<file path="src/hw/rtl/b64d_pkg.sv">
// Types, error codes and the character map shared by the Base64 stream decoder.
// No dependencies; compiled first.
`default_nettype none

package b64d_pkg;

  localparam logic [7:0] CHAR_PAD = 8'h3D;

  typedef enum logic [1:0] {
    ERR_NONE,
    ERR_NON_ASCII,
    ERR_ILLEGAL,
    ERR_PREMATURE_END
  } b64d_err_t;

  typedef struct packed {
    logic [7:0] data_byte;
    logic       byte_valid;
    b64d_err_t  error_code;
    logic       message_end;
    logic       last_of_run;
  } b64d_result_t;

  typedef struct packed {
    logic [1:0]                count;
    b64d_result_t [2:0]        res;
  } b64d_group_t;

  // Returns {in_alphabet, sextet}.
  function automatic logic [6:0] sextet_of(input logic [7:0] c);
    logic [6:0] r;
    r = 7'd0;
    if (c >= 8'h41 && c <= 8'h5A) begin
      r = {1'b1, 6'(c - 8'h41)};
    end else if (c >= 8'h61 && c <= 8'h7A) begin
      r = {1'b1, 6'(c - 8'h61 + 8'd26)};
    end else if (c >= 8'h30 && c <= 8'h39) begin
      r = {1'b1, 6'(c - 8'h30 + 8'd52)};
    end else if (c == 8'h2B) begin
      r = {1'b1, 6'd62};
    end else if (c == 8'h2F) begin
      r = {1'b1, 6'd63};
    end
    return r;
  endfunction

endpackage

`default_nettype wire

</file>
<file path="src/hw/rtl/b64d_ifs.sv">
// Valid/ready channel interfaces for the Base64 stream decoder.
// Uses nothing beyond plain logic; compiled after b64d_pkg.
`default_nettype none

interface b64d_char_if;
  logic       valid;
  logic       ready;
  logic [7:0] symbol;
  logic       last_symbol;

  modport source (output valid, output symbol, output last_symbol, input ready);
  modport sink (input valid, input symbol, input last_symbol, output ready);
endinterface

interface b64d_byte_if;
  logic       valid;
  logic       ready;
  logic [7:0] data_byte;
  logic       byte_valid;
  logic [1:0] error_code;
  logic       message_end;
  logic       last_of_run;

  modport source (output valid, output data_byte, output byte_valid, output error_code,
                  output message_end, output last_of_run, input ready);
  modport sink (input valid, input data_byte, input byte_valid, input error_code,
                input message_end, input last_of_run, output ready);
endinterface

`default_nettype wire

</file>
<file path="src/hw/rtl/b64d_decode.sv">
// Decoder state and the per-character decode into a group of up to three results.
// Depends on b64d_pkg.
`default_nettype none

module b64d_decode
  import b64d_pkg::*;
(
  input  wire logic        clk,
  input  wire logic        rst,
  input  wire logic        accept,
  input  wire logic [7:0]  symbol,
  input  wire logic        last_symbol,
  output b64d_group_t      group
);

  logic [17:0] sextet_store, sextet_store_next;
  logic [1:0]  group_fill, group_fill_next;
  logic        pad_seen, pad_seen_next;
  b64d_err_t   latched_error, latched_error_next;

  logic [6:0]  sx;
  logic [23:0] full;
  b64d_err_t   err;
  logic [1:0]  n;

  always_comb begin
    sx = sextet_of(symbol);
    full = {sextet_store, sx[5:0]};
    sextet_store_next = sextet_store;
    group_fill_next = group_fill;
    pad_seen_next = pad_seen;
    latched_error_next = latched_error;
    err = ERR_NONE;
    n = 2'd0;
    group = '0;

    if (latched_error != ERR_NONE) begin
      if (last_symbol) begin
        group.res[0].error_code = latched_error;
        group.res[0].message_end = 1'b1;
        n = 2'd1;
        sextet_store_next = '0;
        group_fill_next = '0;
        pad_seen_next = 1'b0;
        latched_error_next = ERR_NONE;
      end
    end else begin
      if (symbol[7]) begin
        err = ERR_NON_ASCII;
      end else if (symbol == CHAR_PAD) begin
        pad_seen_next = 1'b1;
      end else if (!sx[6] || pad_seen) begin
        err = ERR_ILLEGAL;
      end else if (group_fill == 2'd3) begin
        group.res[0].data_byte = full[23:16];
        group.res[0].byte_valid = 1'b1;
        group.res[1].data_byte = full[15:8];
        group.res[1].byte_valid = 1'b1;
        group.res[2].data_byte = full[7:0];
        group.res[2].byte_valid = 1'b1;
        n = 2'd3;
        sextet_store_next = '0;
        group_fill_next = '0;
      end else begin
        sextet_store_next = {sextet_store[11:0], sx[5:0]};
        group_fill_next = group_fill + 2'd1;
      end

      if (err != ERR_NONE) begin
        group.res[0].error_code = err;
        group.res[0].message_end = last_symbol;
        n = 2'd1;
        if (last_symbol) begin
          sextet_store_next = '0;
          group_fill_next = '0;
          pad_seen_next = 1'b0;
        end else begin
          latched_error_next = err;
        end
      end else if (last_symbol) begin
        case (group_fill_next)
          2'd1: begin
            group.res[0].error_code = ERR_PREMATURE_END;
            group.res[0].message_end = 1'b1;
            n = 2'd1;
          end
          2'd2: begin
            group.res[0].data_byte = sextet_store_next[11:4];
            group.res[0].byte_valid = 1'b1;
            group.res[0].message_end = 1'b1;
            n = 2'd1;
          end
          2'd3: begin
            group.res[0].data_byte = sextet_store_next[17:10];
            group.res[0].byte_valid = 1'b1;
            group.res[1].data_byte = sextet_store_next[9:2];
            group.res[1].byte_valid = 1'b1;
            group.res[1].message_end = 1'b1;
            n = 2'd2;
          end
          default: begin
            if (n != 2'd0) begin
              group.res[2].message_end = 1'b1;
            end else begin
              group.res[0].message_end = 1'b1;
              n = 2'd1;
            end
          end
        endcase
        sextet_store_next = '0;
        group_fill_next = '0;
        pad_seen_next = 1'b0;
      end
    end

    group.res[0].last_of_run = (n == 2'd1);
    group.res[1].last_of_run = (n == 2'd2);
    group.res[2].last_of_run = (n == 2'd3);
    group.count = n;
  end

  always_ff @(posedge clk) begin
    if (rst) begin
      sextet_store <= '0;
      group_fill <= '0;
      pad_seen <= 1'b0;
      latched_error <= ERR_NONE;
    end else if (accept) begin
      sextet_store <= sextet_store_next;
      group_fill <= group_fill_next;
      pad_seen <= pad_seen_next;
      latched_error <= latched_error_next;
    end
  end

  // The last character of a message always leaves the decoder cleared.
  a_end_clears: assert property (@(posedge clk) disable iff (rst)
    accept && last_symbol |=> group_fill == 2'd0 && !pad_seen && latched_error == ERR_NONE)
    else $error("state not cleared after the last character");

  // While an error is held, characters before the last one give no beat.
  a_drop_silent: assert property (@(posedge clk) disable iff (rst)
    latched_error != ERR_NONE && !last_symbol |-> group.count == 2'd0)
    else $error("beat produced while dropping after an error");

  // A decoded byte never carries an error code.
  a_byte_no_err: assert property (@(posedge clk) disable iff (rst)
    group.res[0].byte_valid |-> group.res[0].error_code == ERR_NONE)
    else $error("byte beat carries an error");

endmodule

`default_nettype wire

</file>
<file path="src/hw/rtl/b64d_out.sv">
// Result register for one group and the serializer that sends it one beat at a time.
// Depends on b64d_pkg and b64d_ifs.
`default_nettype none

module b64d_out
  import b64d_pkg::*;
(
  input  wire logic        clk,
  input  wire logic        rst,
  input  wire logic        load,
  input  wire b64d_group_t group,
  output logic             can_load,
  b64d_byte_if.source      byte_chan
);

  logic [1:0]         count;
  b64d_result_t [2:0] res;
  logic               pop;
  logic               fill;

  // A character that gives no result never touches the queue, so it is taken at any time.
  assign pop = (count != 2'd0) && byte_chan.ready;
  assign can_load = (count == 2'd0) || (count == 2'd1 && byte_chan.ready) ||
                    (group.count == 2'd0);
  assign fill = load && (group.count != 2'd0);

  always_ff @(posedge clk) begin
    if (rst) begin
      count <= '0;
    end else if (fill) begin
      count <= group.count;
    end else if (pop) begin
      count <= count - 2'd1;
    end
  end

  always_ff @(posedge clk) begin
    if (fill) begin
      res <= group.res;
    end else if (pop) begin
      res[0] <= res[1];
      res[1] <= res[2];
    end
  end

  assign byte_chan.valid = (count != 2'd0);
  assign byte_chan.data_byte = res[0].data_byte;
  assign byte_chan.byte_valid = res[0].byte_valid;
  assign byte_chan.error_code = 2'(res[0].error_code);
  assign byte_chan.message_end = res[0].message_end;
  assign byte_chan.last_of_run = res[0].last_of_run;

  // The head beat closes its run exactly when it is the only one left.
  a_run_tail: assert property (@(posedge clk) disable iff (rst)
    count != 2'd0 |-> res[0].last_of_run == (count == 2'd1))
    else $error("last_of_run out of step with the beat count");

  // A taken beat of a longer run advances the queue by one.
  a_advance: assert property (@(posedge clk) disable iff (rst)
    count > 2'd1 && pop |=> count == $past(count) - 2'd1)
    else $error("run did not advance by one beat");

  // The end of a message is also the end of a run.
  a_end_in_tail: assert property (@(posedge clk) disable iff (rst)
    count != 2'd0 && res[0].message_end |-> res[0].last_of_run)
    else $error("message end inside a run");

endmodule

`default_nettype wire

</file>
<file path="src/hw/rtl/base64_stream_decoder.sv">
// Top level of the Base64 stream decoder: character channel in, byte channel out.
// Depends on b64d_pkg, b64d_ifs, b64d_decode and b64d_out.
//
// char_chan carries one character per beat, with last_symbol marking the final
// character of a message. byte_chan carries one result per beat: a decoded byte,
// an error report or an end marker, with message_end on the final beat of a
// message and last_of_run on the final beat caused by one character.
// A character is decoded in the cycle it is accepted and its results appear on
// byte_chan from the next cycle. A character that gives no result is accepted
// in any cycle, even while earlier beats are still queued. A character that
// gives results is accepted once the queue is empty or its last beat is taken
// in the same cycle. The three bytes of a full group drain while the next three
// characters come in, so with a ready receiver the block takes one character
// every cycle unless a character with results meets two or more queued beats.
// Reset clears the held sextets, the fill count, the padding flag, the held
// error and the output queue; the block is ready in the first cycle after it.
// When the receiver stalls, the pending results wait in the output register and
// char_chan.ready drops for a character that gives results until the last
// waiting beat is taken.
`default_nettype none

module base64_stream_decoder
  import b64d_pkg::*;
(
  input  wire logic   clk,
  input  wire logic   rst,
  b64d_char_if.sink   char_chan,
  b64d_byte_if.source byte_chan
);

  b64d_group_t group;
  logic        can_load;
  logic        accept;

  assign char_chan.ready = can_load;
  assign accept = char_chan.valid && can_load;

  b64d_decode u_decode (
    .clk         (clk),
    .rst         (rst),
    .accept      (accept),
    .symbol      (char_chan.symbol),
    .last_symbol (char_chan.last_symbol),
    .group       (group)
  );

  b64d_out u_out (
    .clk       (clk),
    .rst       (rst),
    .load      (accept),
    .group     (group),
    .can_load  (can_load),
    .byte_chan (byte_chan)
  );

endmodule

`default_nettype wire

</file>
<file path="src/flat_wrapper.sv">
// flat-port wrapper written by rule: the top's interface ports become plain ports
module base64_stream_decoder_flat import b64d_pkg::*;
  (clk, rst, char_chan_valid, char_chan_symbol, char_chan_last_symbol, char_chan_ready, byte_chan_valid, byte_chan_data_byte, byte_chan_byte_valid, byte_chan_error_code, byte_chan_message_end, byte_chan_last_of_run, byte_chan_ready);
  b64d_char_if char_chan_i ();
  b64d_byte_if byte_chan_i ();
  input  wire logic clk;
  input  wire logic rst;
  input wire logic [$bits(char_chan_i.valid)-1:0] char_chan_valid;
  input wire logic [$bits(char_chan_i.symbol)-1:0] char_chan_symbol;
  input wire logic [$bits(char_chan_i.last_symbol)-1:0] char_chan_last_symbol;
  output wire logic [$bits(char_chan_i.ready)-1:0] char_chan_ready;
  output wire logic [$bits(byte_chan_i.valid)-1:0] byte_chan_valid;
  output wire logic [$bits(byte_chan_i.data_byte)-1:0] byte_chan_data_byte;
  output wire logic [$bits(byte_chan_i.byte_valid)-1:0] byte_chan_byte_valid;
  output wire logic [$bits(byte_chan_i.error_code)-1:0] byte_chan_error_code;
  output wire logic [$bits(byte_chan_i.message_end)-1:0] byte_chan_message_end;
  output wire logic [$bits(byte_chan_i.last_of_run)-1:0] byte_chan_last_of_run;
  input wire logic [$bits(byte_chan_i.ready)-1:0] byte_chan_ready;
  assign char_chan_i.valid = char_chan_valid;
  assign char_chan_i.symbol = char_chan_symbol;
  assign char_chan_i.last_symbol = char_chan_last_symbol;
  assign char_chan_ready = char_chan_i.ready;
  assign byte_chan_valid = byte_chan_i.valid;
  assign byte_chan_data_byte = byte_chan_i.data_byte;
  assign byte_chan_byte_valid = byte_chan_i.byte_valid;
  assign byte_chan_error_code = byte_chan_i.error_code;
  assign byte_chan_message_end = byte_chan_i.message_end;
  assign byte_chan_last_of_run = byte_chan_i.last_of_run;
  assign byte_chan_i.ready = byte_chan_ready;
  base64_stream_decoder u_core (.clk(clk), .rst(rst), .char_chan(char_chan_i), .byte_chan(byte_chan_i));
endmodule
</file>
<file path="config.mk">
export PLATFORM = sky130hd
export DESIGN_NAME = base64_stream_decoder_flat
export DESIGN_NICKNAME = d
export VERILOG_FILES = /design/src/hw/rtl/b64d_pkg.sv /design/src/hw/rtl/b64d_ifs.sv /design/src/hw/rtl/b64d_decode.sv /design/src/hw/rtl/b64d_out.sv /design/src/hw/rtl/base64_stream_decoder.sv /design/src/flat_wrapper.sv
export SDC_FILE = /design/constraint.sdc
export NUM_CORES = 1
export LEC_CHECK = 0
export BUFFER_PORTS_ARGS = -buffer_cell sky130_fd_sc_hd__buf_2
export CAP_MARGIN = 30
export CORE_MARGIN = 2
export CORE_UTILIZATION = 55
export CTS_BUF_LIST = sky130_fd_sc_hd__clkbuf_8
export CTS_CLUSTER_SIZE = 12
export DETAILED_ROUTE_END_ITERATION = 10
export HOLD_SLACK_MARGIN = 0.15
export PLACE_DENSITY = 0.74
export SLEW_MARGIN = 30
export SYNTH_ARGS = -nofsm -noshare
export SYNTH_HDL_FRONTEND = slang
export SYNTH_SLANG_ARGS = --single-unit
</file>
<file path="constraint.sdc">
create_clock -name clk -period 7.9 [get_ports clk]
set_input_delay 1.58 -clock clk [delete_from_list [all_inputs] [get_ports clk]]
set_output_delay 1.58 -clock clk [all_outputs]
set_load 0.01 [all_outputs]
</file>
==> flow_summary.toml <==
[outcome]
outcome = "completed"

[routing]
avgRoutedWirePerCell_um = 19.8
route.detailed.drc = 0
drt-initial-drc-count = 296
viasPerCell = 6.48
dr.pass1.iters = 5
wl_um = 10300
drt.antenna.violating_nets = 0
num_vias = 3361

[setup_path]
r2r_slack_ns = 4.07
cp_data_arrival_time_ns = 5.35
reg2reg_to = "u_core.u_out.byte_chan.message_end"
reg2reg_depth = 13
criticalPathCategory = "in -> out"
end_kind = "primary output"
startpoint_type = "input port"
path_max_fanout = 11
r2r-start = "u_core.u_decode.pad_seen"
cp.required_ns = 6.32
slowest_delay_ns = 0.58
crit_slowest_cell = "a21boi_0"
worstSetupEndpoint = "char_chan_ready"
crit_path_start = "char_chan_symbol[2]"
cp_cell_sequence = "buf_2, inv_1, ha_1, nor2b_1, o21ai_1, a21boi_0, a21oi_2, nand2b_1, nor2_1, a21oi_1, inv_1, ha_1, and3_1, a21oi_1, a21o_4, nand3_1, buf_2"

[pwr]
net-switching-power_uw = 284
sequentialPowerShare_pct = 45.1
ir_drop_mv = 0.100
p_int_uw = 615
p_clk_share_pct = 30.4
comb_power_share_pct = 24.5
power_density_nw_per_um2 = 210
power_uw = 899
leakage_nw = 1.64
p_sw_share_pct = 31.6

[timing]
slew_viol_final = 0
min_period_over_period_pct = 87.7
rsz0062_at_grt = "false"
relSlewSlack_pct = 52.9
fmax_mhz = 144
finClkSkew_ns = 0.00800
finalSetupTns_ns = 0
finalHoldViolCount = 0
setup_viol = 0
worstMarginPinSlew_ns = 0.705
min_period_ns = 6.93

[layout]
syn_to_final_growth_pct = 7.44
drive_above_1_share_pct = 16.9
layout.nets = 444
fillers = 662
multi_input_area_sq_um = 2170
fin_area_sq_um = 4280
layout.cells.non_filler = 519
antennaDiodeCount = 0
seqCellArea_sq_um = 1550

[yosys]
yosys.cell_types.count = 70
seq_area_frac_synth_pct = 38.9
syn-num-nets = 431
synth_ff_type = "edfxtp_1"
synth_cells = 402
ys_ff_latch = 60
yosysWarnings = 0
synth_area_sq_um = 3990
syn_avg_cell_area_sq_um = 9.91
synth_edf_count = 35
synth_async_sr_flop_share_pct = 0

[grt]
antenna_found_initial = 0
grt_pass1_wl_um = 16700
grt_max_degree = 23
grt_usage_pct = 27.6
grt-ovfl-total = 0
grt_pass1_vias = 3169

[floorplanning]
fp.coreArea_sq_um = 7140
rows = 31
start_util_pct = 55.8
dieArea_sq_um = 7940
die_height_um = 89.1
top_level_ports = 28
die_w_um = 89.1

[clock_network]
clk_pin_slew_ns = 0.07
clock_latency_ns = 0.35
root_buffer = "clkbuf_8"
clock-sinks = 60
postCtsResizedCells = 0
h-tree-depth = 3
cts_made_buffers = 9
post_cts_buffers = 0
cts_tree = "built"
postCtsHoldBufs = 0
max-clock-path-buffers = 2

[placement]
placed_area_sq_um = 4090
gp_congestion = 0.964
placed_cells = 503
dp_hpwl_um = 7540
port_buffers = 27

[worst_hold_path]
worstHoldPathType = "reg -> reg"

[run]
maxCapViolations = 0
-- synth_stat cells, drive strengths merged (3+ instances only) --
cell type / count / area share [%]
o21ai: 13 / 1.6
a41oi: 3 / 0.66
a22o: 20 / 4.4
ha: 16 / 5.0
a21o: 7 / 1.7
a31oi: 9 / 1.8
nor2b: 5 / 0.78
o2bb2ai: 8 / 1.8
nor3: 10 / 1.6
and3: 11 / 1.7
a22oi: 5 / 1.1
nor2: 17 / 1.6
nand2b: 9 / 1.4
o21a: 7 / 1.3
mux2i: 4 / 1.0
o2111ai: 3 / 0.66
dfxtp: 25 / 13
buf: 19 / 3.7
o2111a: 3 / 0.85
a21boi: 7 / 1.3
a221oi: 6 / 1.3
a211oi: 5 / 1.1
nand3: 18 / 2.3
inv: 24 / 2.3
o211ai: 7 / 1.3
a21oi: 25 / 3.3
mux2: 9 / 3.2
clkbuf: 8 / 0.75
edfxtp: 35 / 26
nand2: 20 / 1.9
and2: 8 / 1.3
o32ai: 4 / 0.88
-- worst max-delay path, delay by kind of cell --
family / cells / cell delay, ns
AO/OA/AOI/OAI: 6 / 1.75
buffers and inverters: 4 / 0.58
AND/OR/NAND/NOR: 5 / 0.76
adder cells (fa/ha/maj): 2 / 0.65
-- how the worst min path moves through the flow --
stage                                                start                               end  slack [ns]  cells after the start
final                     u_core.u_decode.sextet_store[16]  u_core.u_decode.sextet_store[16]        0.49                      1
after global routing      u_core.u_decode.sextet_store[15]  u_core.u_decode.sextet_store[15]        0.50                      1
after CTS                 u_core.u_decode.sextet_store[16]  u_core.u_decode.sextet_store[16]        0.49                      1
after detailed placement  u_core.u_decode.sextet_store[16]  u_core.u_decode.sextet_store[16]        0.46                      1
after global placement               u_core.u_out.count[1]             u_core.u_out.count[1]        0.46                      2
after floorplan           u_core.u_decode.sextet_store[13]  u_core.u_decode.sextet_store[13]        0.44                      1
-- final cells by class --
cell class	count	share of cell area [%]
Timing Repair Buffer	29	3.59
Clock buffer	9	2.89
Tap cell	99	2.89
Multi-Input combinational cell	291	50.7
Sequential cell	60	36.2
Inverter	24	2.10
Clock inverter	7	1.55
-- flip-flops by register name, indices dropped and copies added, names as in the netlist --
name	cells
u_core.u_decode.group_fill	2
u_core.u_decode.latched_error	2
u_core.u_decode.pad_seen	1
u_core.u_decode.sextet_store	18
u_core.u_out.byte_chan.byte_valid	1
u_core.u_out.byte_chan.data_byte	8
u_core.u_out.byte_chan.error_code	2
u_core.u_out.byte_chan.last_of_run	1
u_core.u_out.byte_chan.message_end	1
u_core.u_out.count	2
u_core.u_out.res	22
-- kinds of logic after synthesis --
kind of cell	Yosys count	share of synthesized area [%]
XOR/XNOR	2	0.440
multiplexers	13	4.21
adder cells (fa/ha/maj)	16	5.02
buffers and inverters	51	6.72
AND/OR/NAND/NOR	110	15.2
flip-flops	60	38.9
AO/OA/AOI/OAI	150	29.5
-- placed cells by master (no fill, tap or decap), types with 9 or more instances in the layout --
cell type  count
inv_1         24
buf_2         27
and3_1        11
a21oi_1       23
nand3_1       18
nand2b_1       9
nor2_1        17
clkbuf_8       9
dfxtp_1       25
edfxtp_1      35
nand2_1       19
a22o_1        20
ha_1          16
o21ai_0       12
-- metrics by stage --
step / worst slack [ns] / util, % / hold slack [ns]
3_3_place_gp: 1.29 / 57.1 / 0.460
5_1_grt: 0.636 / 60.0 / 0.505
6_report: 0.973 / 60.0 / 0.488
3_5_place_dp: 1.12 / 57.2 / 0.464
4_1_cts: 1.10 / 59.9 / 0.487
2_1_floorplan: 1.82 / - / 0.442
-- routing by layer --
layer | vias up | routed length, um | GRT usage, %
met2 | 142 | 4820 | 43.7
met5 | - | 0 | 0
met1 | 1612 | 4590 | 37.2
li1 | 1580 | - | -
met4 | 0 | 299 | 12.1
met3 | 27 | 575 | 4.80
-- power groups by stage --
stage,Combinational (mW),Sequential [mW],Clock [mW]
after global placement,0.210,0.412,0
after detailed placement,0.216,0.412,0
final,0.220,0.405,0.273
after global routing,0.242,0.410,0.291
after floorplan,0.168,0.411,0
after CTS,0.217,0.406,0.273
No activity file was read; power rests on OpenSTA's default activity.
